[config.mk]
export PLATFORM = sky130hd
export DESIGN_NAME = quality_max_subsequence_trimmer
export DESIGN_NICKNAME = d
export VERILOG_FILES = /design/src/rtl/qmst_pkg.sv /design/src/rtl/quality_max_subsequence_trimmer.sv
export SDC_FILE = /design/constraint.sdc
export NUM_CORES = 1
export LEC_CHECK = 0
export BUFFER_PORTS_ARGS = -buffer_cell sky130_fd_sc_hd__buf_2
export CORE_ASPECT_RATIO = 0.8
export CORE_MARGIN = 2
export CORE_UTILIZATION = 45
export CTS_BUF_LIST = sky130_fd_sc_hd__clkbuf_4 sky130_fd_sc_hd__clkbuf_8
export DETAILED_ROUTE_END_ITERATION = 16
export PLACE_DENSITY_LB_ADDON = 0.15
export SLEW_MARGIN = 20
export SYNTH_ARGS = -nofsm -noshare
export SYNTH_HDL_FRONTEND = slang
export SYNTH_SLANG_ARGS = --single-unit
export TNS_END_PERCENT = 10
[constraint.sdc]
create_clock -name aclk -period 18 [get_ports aclk]
set_input_delay 3.6 -clock aclk [delete_from_list [all_inputs] [get_ports aclk]]
set_output_delay 3.6 -clock aclk [all_outputs]
set_load 0.005 [all_outputs]
[src/rtl/qmst_pkg.sv]
// ============================================================================
// qmst_pkg
// Types, constants and the error-probability table for the quality trimmer.
// ============================================================================
`default_nettype none

package qmst_pkg;

    // Read and quality limits
    localparam int MAX_READ_LEN = 4096;
    localparam int MAX_QUALITY  = 99;

    // Field and state widths
    localparam int QUAL_W  = 7;
    localparam int POS_W   = 13;                  // positions up to MAX_READ_LEN
    localparam int IDX_W   = 12;                  // base indexes below MAX_READ_LEN
    localparam int THR_W   = 16;
    localparam int ROM_W   = 17;                  // q = 0 gives exactly 1.0
    localparam int SCORE_W = 28;
    localparam int SUM_W   = SCORE_W + 2;         // signed sum before the clamp
    localparam int CFG_W   = 16;
    localparam int ADDR_W  = 1;

    localparam logic [SCORE_W-1:0] SCORE_MAX = {SCORE_W{1'b1}};
    localparam logic [POS_W-1:0]   READ_LIMIT = POS_W'(MAX_READ_LEN);
    localparam logic [QUAL_W-1:0]  QUAL_LIMIT = QUAL_W'(MAX_QUALITY);

    // Register indexes of the configuration port
    localparam logic [ADDR_W-1:0] REG_ERROR_THRESHOLD = 1'b0;
    localparam logic [ADDR_W-1:0] REG_MIN_KEPT_LENGTH = 1'b1;

    // Register reset values
    localparam logic [THR_W-1:0] THR_RESET     = 16'd3277;
    localparam logic [POS_W-1:0] MIN_LEN_RESET = 13'd20;

    // Quality values at or above this give an error word of zero
    localparam int ROM_DEPTH = 60;
    localparam logic [QUAL_W-1:0] ROM_LIMIT = QUAL_W'(ROM_DEPTH);

    // round(65536 * 10^(-q/10)) for q = 0 .. 59
    localparam logic [ROM_W-1:0] ERR_ROM [ROM_DEPTH] = '{
        17'd65536, 17'd52057, 17'd41350, 17'd32846, 17'd26090,
        17'd20724, 17'd16462, 17'd13076, 17'd10387, 17'd8250,
        17'd6554,  17'd5206,  17'd4135,  17'd3285,  17'd2609,
        17'd2072,  17'd1646,  17'd1308,  17'd1039,  17'd825,
        17'd655,   17'd521,   17'd414,   17'd328,   17'd261,
        17'd207,   17'd165,   17'd131,   17'd104,   17'd83,
        17'd66,    17'd52,    17'd41,    17'd33,    17'd26,
        17'd21,    17'd16,    17'd13,    17'd10,    17'd8,
        17'd7,     17'd5,     17'd4,     17'd3,     17'd3,
        17'd2,     17'd2,     17'd1,     17'd1,     17'd1,
        17'd1,     17'd1,     17'd0,     17'd0,     17'd0,
        17'd0,     17'd0,     17'd0,     17'd0,     17'd0
    };

    // Error word for one quality value, saturating the index at MAX_QUALITY
    function automatic logic [ROM_W-1:0] err_word(input logic [QUAL_W-1:0] q);
        logic [QUAL_W-1:0] qs;
        qs = (q > QUAL_LIMIT) ? QUAL_LIMIT : q;
        if (qs < ROM_LIMIT) begin
            return ERR_ROM[qs[5:0]];
        end
        return '0;
    endfunction

    // One base request
    typedef struct packed {
        logic [QUAL_W-1:0] quality;
        logic              last_base;
        logic              enzyme_valid;
        logic [POS_W-1:0]  enzyme_site;
    } qmst_in_t;

    // One trim result
    typedef struct packed {
        logic [POS_W-1:0] left_trim_point;
        logic [POS_W-1:0] right_trim_point;
        logic [IDX_W-1:0] last_kept;
    } qmst_out_t;

endpackage

`default_nettype wire

[src/rtl/quality_max_subsequence_trimmer.sv]
// A result is valid after a read's last base passes the input, finish and output
// registers; one base per cycle unless back-pressure holds a last base. The score
// update is one table read, one add with clamp and one compare between the input
// register and the score registers. Reset (aresetn low, synchronous) empties all
// stages, clears read state, loads error_threshold = 3277 and min_kept_length = 20.
// ============================================================================
// quality_max_subsequence_trimmer
// Maximum-scoring-run quality trimmer with enzyme-site start and length filter.
// ============================================================================
`default_nettype none

module quality_max_subsequence_trimmer (
    input  wire logic                       aclk,
    input  wire logic                       aresetn,
    // configuration write port
    input  wire logic                       cfg_wr_en,
    input  wire logic [qmst_pkg::ADDR_W-1:0] cfg_addr,
    input  wire logic [qmst_pkg::CFG_W-1:0]  cfg_wr_data,
    // base requests
    input  wire logic                       s_valid,
    output logic                            s_ready,
    input  wire qmst_pkg::qmst_in_t         s_data,
    // trim results
    output logic                            m_valid,
    input  wire logic                       m_ready,
    output qmst_pkg::qmst_out_t             m_data
);
    import qmst_pkg::*;

    // configuration registers
    logic [THR_W-1:0] thr_reg;
    logic [POS_W-1:0] min_len_reg;

    // input stage
    logic     in_vld_reg;
    qmst_in_t in_reg;

    // read state
    logic [SCORE_W-1:0] run_score_reg, run_score_next;
    logic [SCORE_W-1:0] best_score_reg, best_score_next;
    logic [POS_W-1:0]   run_start_reg, run_start_next;
    logic [POS_W-1:0]   best_begin_reg, best_begin_next;
    logic [IDX_W-1:0]   best_end_reg, best_end_next;
    logic [POS_W-1:0]   count_reg, count_next;

    // finish stage
    logic             fin_vld_reg;
    logic [POS_W-1:0] fin_n_reg;
    logic [POS_W-1:0] fin_beg_reg;
    logic [IDX_W-1:0] fin_end_reg;
    logic             fin_enz_reg;
    logic [POS_W-1:0] fin_site_reg;

    // output stage
    logic      out_vld_reg;
    qmst_out_t out_reg, out_next;

    // handshake chain
    logic out_free, fin_adv, fin_free, in_adv;

    // score datapath
    logic [ROM_W-1:0]        err;
    logic signed [SUM_W-1:0] sum;
    logic [SCORE_W-1:0]      score;

    // finish datapath
    logic [POS_W-1:0]        beg;
    logic [POS_W-1:0]        end_inc;
    logic signed [POS_W+1:0] span;

    // move requests along the stages
    assign out_free = !out_vld_reg || m_ready;
    assign fin_adv  = fin_vld_reg && out_free;
    assign fin_free = !fin_vld_reg || fin_adv;
    assign in_adv   = in_vld_reg && (!in_reg.last_base || fin_free);
    assign s_ready  = !in_vld_reg || in_adv;

    assign m_valid = out_vld_reg;
    assign m_data  = out_reg;

    // write configuration registers
    always_ff @(posedge aclk) begin
        if (!aresetn) begin
            thr_reg     <= THR_RESET;
            min_len_reg <= MIN_LEN_RESET;
        end else if (cfg_wr_en) begin
            unique case (cfg_addr)
                REG_ERROR_THRESHOLD: thr_reg     <= cfg_wr_data[THR_W-1:0];
                REG_MIN_KEPT_LENGTH: min_len_reg <= cfg_wr_data[POS_W-1:0];
                default: ;
            endcase
        end
    end

    // hold the incoming request
    always_ff @(posedge aclk) begin
        if (!aresetn) begin
            in_vld_reg <= 1'b0;
        end else if (s_ready) begin
            in_vld_reg <= s_valid;
        end
    end

    always_ff @(posedge aclk) begin
        if (s_ready && s_valid) begin
            in_reg <= s_data;
        end
    end

    // add the margin minus the error word, clamp, track the best run
    always_comb begin
        err   = err_word(in_reg.quality);
        sum   = $signed({2'b00, run_score_reg}) + $signed({(SUM_W-THR_W)'(0), thr_reg})
              - $signed({(SUM_W-ROM_W)'(0), err});
        score = '0;

        run_score_next  = run_score_reg;
        best_score_next = best_score_reg;
        run_start_next  = run_start_reg;
        best_begin_next = best_begin_reg;
        best_end_next   = best_end_reg;
        count_next      = count_reg;

        if (count_reg < READ_LIMIT) begin
            priority if (sum > $signed({2'b00, SCORE_MAX})) begin
                score = SCORE_MAX;
            end else if (sum <= 0) begin
                score          = '0;
                run_start_next = count_reg + POS_W'(1);
            end else begin
                score = sum[SCORE_W-1:0];
            end
            run_score_next = score;
            if (score > best_score_reg) begin
                best_begin_next = run_start_reg;
                best_end_next   = count_reg[IDX_W-1:0];
                best_score_next = score;
            end
            count_next = count_reg + POS_W'(1);
        end
    end

    // update the read state; clear it after the last base
    always_ff @(posedge aclk) begin
        if (!aresetn) begin
            run_score_reg  <= '0;
            best_score_reg <= '0;
            run_start_reg  <= '0;
            best_begin_reg <= '0;
            best_end_reg   <= '0;
            count_reg      <= '0;
        end else if (in_adv) begin
            if (in_reg.last_base) begin
                run_score_reg  <= '0;
                best_score_reg <= '0;
                run_start_reg  <= '0;
                best_begin_reg <= '0;
                best_end_reg   <= '0;
                count_reg      <= '0;
            end else begin
                run_score_reg  <= run_score_next;
                best_score_reg <= best_score_next;
                run_start_reg  <= run_start_next;
                best_begin_reg <= best_begin_next;
                best_end_reg   <= best_end_next;
                count_reg      <= count_next;
            end
        end
    end

    // capture the finished read
    always_ff @(posedge aclk) begin
        if (!aresetn) begin
            fin_vld_reg <= 1'b0;
        end else if (fin_free) begin
            fin_vld_reg <= in_adv && in_reg.last_base;
        end
    end

    always_ff @(posedge aclk) begin
        if (fin_free && in_adv && in_reg.last_base) begin
            fin_n_reg    <= count_next;
            fin_beg_reg  <= best_begin_next;
            fin_end_reg  <= best_end_next;
            fin_enz_reg  <= in_reg.enzyme_valid;
            fin_site_reg <= in_reg.enzyme_site;
        end
    end

    // apply the enzyme start, the end correction and the length filter
    always_comb begin
        beg = fin_beg_reg;
        if (fin_enz_reg && (fin_site_reg > fin_beg_reg)) begin
            beg = (fin_site_reg > {1'b0, fin_end_reg}) ? {1'b0, fin_end_reg} : fin_site_reg;
        end

        end_inc = {1'b0, fin_end_reg} + POS_W'(1);
        if (end_inc >= fin_n_reg) begin
            end_inc = fin_n_reg - POS_W'(1);
        end

        span = $signed({2'b00, end_inc}) - $signed({2'b00, beg}) + (POS_W+2)'(1);
        if (span < $signed({2'b00, min_len_reg})) begin
            beg     = '0;
            end_inc = '0;
        end

        out_next.left_trim_point  = beg;
        out_next.right_trim_point = fin_n_reg - end_inc;
        out_next.last_kept        = end_inc[IDX_W-1:0];
    end

    // hold the result until taken
    always_ff @(posedge aclk) begin
        if (!aresetn) begin
            out_vld_reg <= 1'b0;
        end else if (out_free) begin
            out_vld_reg <= fin_vld_reg;
        end
    end

    always_ff @(posedge aclk) begin
        if (fin_adv) begin
            out_reg <= out_next;
        end
    end

endmodule

`default_nettype wire
After elaboration in Yosys (flattened, before gate mapping)
Memory sizes are Yosys's and may differ from the RTL's. Cells that the tools add are included.

Input bits: 44. Register bits after elaboration: 251. Word-level logic and storage cells: 99. Output and inout port bits: 40. Bits in read-only memories: 1088. Memories: 1.

Memories: (name not given) (words 64, width 17, rd ports 1, clocked after memory_dff 0, write ports 0, line qmst_pkg.sv:61) `return ERR_ROM[qs[5:0]];`.

Order comparisons: 11. $add $sub $neg: 8. Reduce and logical (&&, ||, !) cells: 23. Equal/unequal tests: 1. Bitwise gates (word level): 2. Mux-type cells: 30.

Operators by type and width (count): 28-bit 2-to-1 mux (8); 13-bit 2-to-1 mux (13); 17-bit 2-to-1 mux (4); 12-bit 2-to-1 mux (3); 30-bit by 29-bit greater-than comparator with 1-bit output (second input constant) (1); 30-bit by 1-bit less-or-equal comparator with 1-bit output (second input constant) (1); 29-bit by 17-bit subtractor with 30-bit output (1); 28-bit by 16-bit adder with 29-bit output (1); 28-bit greater-than comparator (1); 14-bit by 2-bit adder with 15-bit output (second input constant) (1); 15-bit by 14-bit < comparator with 1-bit output (1); 13-bit by 13-bit subtractor with 14-bit output (1); 12-bit by 1-bit adder with 13-bit output (second input constant) (1); 13-bit by 1-bit adder with 13-bit output (second input constant) (1); 13-bit >= comparator (1); 13-bit by 12-bit greater-than comparator with 1-bit output (1); 13-bit greater-than comparator (1); 13-bit < comparator (second input constant) (1); 13-bit by 1-bit subtractor with 13-bit output (second input constant) (1); 13-bit subtractor (1); 7-bit >= comparator (second input constant) (1); 7-bit greater-than comparator (second input constant) (1); 1-bit logical AND (7); 7-bit by 6-bit < comparator with 1-bit output (second input constant) (1); other kinds (11) (21).

Logic depth before layout (Yosys ltp)
Depth after elaboration: 17. Gate-level depth with buffers: 47. Mapped depth without buffers: 46.

Worst setup path after synthesis
No wires, ideal clock.

Path kind: register to register. Start: register fin_end_reg[1]. End: register out_reg (netlist bit m_data[24]) (data pin). Buffers on the path: 3. Clock period less this slack: 8.989 ns. Setup time: 0.260 ns. Path slack: 9.011 ns. Arrival: 8.729 ns. Cell stages (with the launch flop): 45. Required time: 17.740 ns. Cell sequence: edfxtp_1 > inv_1 > ha_1 > nor2b_1 > o21a_1 > o21a_1 > o21ai_0 > a21oi_1 > o311ai_0 > a21boi_0 > o31ai_1 > clkbuf_1 > mux2_2 > o21ai_0 > ha_1 > nor2b_1 > o31a_1 > or4b_1 > [9 not listed] > and3_1 > a221oi_1 > a21oi_1 > or2_1 > clkbuf_1 > clkbuf_1 > nand2_1 > ha_1 > nor2b_1 > o21ai_0 > a21boi_0 > nor4_1 > o31ai_1 > o21ai_0 > nand2b_1 > a21oi_1 > xnor2_1 > xnor2_1.

RTL lines: start: declaration (line quality_max_subsequence_trimmer.sv:50) `logic [IDX_W-1:0] fin_end_reg;`; start signal: assignment (line quality_max_subsequence_trimmer.sv:184) `fin_end_reg <= best_end_next;`; end signal: assignment (line quality_max_subsequence_trimmer.sv:224) `out_reg <= out_next;`; end: declaration (line quality_max_subsequence_trimmer.sv:56) `qmst_out_t out_reg, out_next;`.

==> reports/qor.txt <==
Die width: 218 microns
Gpl congestion: 0.937
FF/Latch Area: 6150 sq um
Vias in the first global route: 12800
Cts bufs inserted: 44
Setup bufs post-CTS: 0
Total grt overflow: 0
Pre-CTS setup slack: 7.00 ns
Fin crit share: 60.8%
Routed WL: 45700 microns
CTS tree: built
Worst Setup End Kind: flip-flop
Worst EP required: 18.31 ns
Avg Inst Size Synth: 9.07 sq um
CTS Hold Bufs: 0
First DRT Iteration DRCs: 1211
Post-DR wirelength/cell: 19.2 microns
DRC: 0
Multi-input gate area: 9510 sq um
Most used cell, CP: a21o_1
# IOs: 84
Synth Instances: 1818
Hold EP: fin_site_reg[7]
Maxcap violations: 0
Post-route ant nets: 0
# fillers: 3420
# H-tree levels: 2
CP startpoint kind: flip-flop
Row cnt: 62
Hold Crit Class: flip-flop to flip-flop
Number of enable flip-flop cells after synthesis: 112
Final setup viols: 0
RSZ-0062 raised after global routing: false
Gr usage total: 23.9%
Minimum clock period: 10.95 ns
Post-DP HPWL: 34800 microns
Distinct cell type count after synthesis: 80
Final setup TNS: 0 ns
CTS sink count: 251
Initial antenna violation count: 0
Die area: 38200 sq um
Final hold slack: 0.419 ns
Clock skew: 0.0381 ns
IO buf count: 83
Pre-antenna DRT Iters: 5
Share of cells above drive strength 1: 12.5%
Core Area: 36000 sq um
CTS clk-pin slew, worst paths: 0.06 ns
Critical Path AT: 11.26 ns
Placed inst area: 17300 sq um
FF-to-FF Start: fin_end_reg[2]
First-pass GRT wire length: 72100 microns
Total number of vias: 13600
Top achievable clock speed: 0.0914 GHz
Slew @ Worst Pin: 1.05 ns
Ys Warns: 0
Seq/Total Area, Yosys: 37.3%
Crit-path max FO: 23
CTS-repair resized insts: 0
Synth Flop Type: dfxtp_1
Worst Hold Depth: 0
Diodes inserted: 0
Crit-path max cell delay: 0.52 ns
Status: finished, final reports clean
Final Hold Viols: 0
Initial Util: 45.8%
PnR worst setup slack: 7.05 ns
Clk root buf: clkbuf_8
Via density: 5.71
Ys async rst share: 0%
Pin count of the biggest net entering global routing: 78
Worst skew pair latency: 0.60 ns
Nets: 2082
Worst-case reg-to-reg path depth: 45
Synth Cell Area: 16500 sq um
Top delay family on crit path: compound AO/OA/AOI/OAI gates
Hold Startpoint: in_reg[7]
Crit Path Class: flip-flop to flip-flop
Post-synthesis register bit count: 251
Final instance area: 18400 sq um
CTS max path bufs: 3
Area delta synth->final: 11.5%
R2R Path End: m_data[24]
Reg2Reg Setup Slack: 7.05 ns
Max_slew headroom: 29.9%
Syn nets: 2030
DIE HEIGHT: 175 microns
Max reg flops: 38
Final Max Tran Viols: 0
Slowest-stage cell, CP: nor4_1
WP buf/inv: 2
-- Yosys cell counts (8+ instances only) --
library cell | instances | area [sq um]
a211oi_1 | 11 | 82.6
a21boi_0 | 33 | 248
a21o_1 | 28 | 210
a21oi_1 | 87 | 435
a22oi_1 | 12 | 90.1
a31oi_1 | 10 | 62.6
a32o_1 | 45 | 450
and2_1 | 29 | 181
and3_1 | 12 | 75.1
buf_2 | 8 | 40.0
clkbuf_1 | 76 | 285
dfxtp_1 | 139 | 2780
edfxtp_1 | 112 | 3360
fa_1 | 18 | 360
ha_1 | 150 | 1880
inv_1 | 137 | 514
mux2_2 | 41 | 462
nand2_1 | 221 | 830
nand2b_1 | 12 | 75.1
nand3_1 | 44 | 220
nand4_1 | 23 | 144
nor2_1 | 131 | 492
nor2b_1 | 32 | 200
nor3_1 | 24 | 120
nor4_1 | 9 | 56.3
o211a_1 | 12 | 120
o211ai_1 | 18 | 135
o21a_1 | 16 | 120
o21ai_0 | 95 | 475
o31ai_1 | 27 | 203
or3_1 | 8 | 50.1
xnor2_1 | 59 | 517
xor2_1 | 34 | 298
-- layout make-up --
cell class	count	area share, %
tap	480	3.26
clock buffer	59	4.11
timing repair buffer	96	2.96
multi-input combinational	1340	51.7
clock inverter	22	1.80
sequential	251	33.4
inverter	137	2.79
-- kinds of logic (layout without fill, tap and decap cells) --
family | count (synthesis) | in the layout | synth area share [%]
AO/OA/AOI/OAI | 453 | 453 | 19.2
XOR/XNOR | 93 | 93 | 4.94
adder cells (fa/ha/maj) | 168 | 168 | 13.6
buffers and inverters | 227 | 314 | 5.43
flip-flops | 251 | 251 | 37.3
multiplexers | 45 | 45 | 3.04
AND/OR/NAND/NOR | 581 | 581 | 16.5
-- cells in the final DEF (no fill, tap or decap), types with 8 or more instances in the layout --
cell and count:
nand2b_1 12, buf_4 10, and3_1 12, edfxtp_1 112, clkbuf_4 9, nor3_1 24
buf_2 83, a211oi_1 11, mux2_2 41, bufinv_16 8, nand4_1 23, nor4_1 9
fa_1 18, o211ai_1 18, xnor2_1 59, dfxtp_1 139, o31ai_1 26, nand3_1 44
nor2b_1 31, and2_1 28, o211a_1 12, a21o_1 28, a21boi_0 33, a32o_1 45
nand2_1 220, a31oi_1 9, o21a_1 16, nor2_1 128, inv_1 137, a21oi_1 87
xor2_1 34, o21ai_0 95, or3_1 8, clkbuf_8 50, a22oi_1 12, ha_1 150
-- stage by stage --
step | instances | util [%]
detailed placement | 2301 | 47.9
CTS | 2382 | 51.0
finish | 2385 | 51.1
global placement | 2301 | 47.9
floorplan | 1818 | -
global route | 2385 | 51.1
-- how the worst max path moves through the flow --
stage	start	to	cells after the start
after floorplan	fin_end_reg[1]	m_data[24]	44
after global placement	fin_end_reg[2]	m_data[24]	44
after detailed placement	fin_end_reg[2]	m_data[24]	44
after CTS	fin_end_reg[2]	m_data[24]	44
after global routing	fin_end_reg[2]	m_data[24]	45
final	fin_end_reg[2]	m_data[24]	45
-- metal layers --
metal	vias up	wire (microns)	global-route usage (%)
met3	55	2850	3.43
met4	0	694	4.82
met2	415	18300	33.6
li1	6636	-	-
met5	-	0	0
met1	6503	23900	38.3
-- worst reg2reg max path, delay by kind of cell, from the launching register on --
kind | cells | cell delay (ns)
compound gates | 22 | 4.81
xor+xnor | 4 | 0.71
fa+ha+maj | 6 | 1.84
buf+inv | 2 | 0.16
flops | 1 | 0.47
mux | 1 | 0.35
simple gates | 10 | 2.32
Power is left out: the tool's default activity adds up to more than one toggle a clock period on the data nets, which glitch-free logic cannot reach.
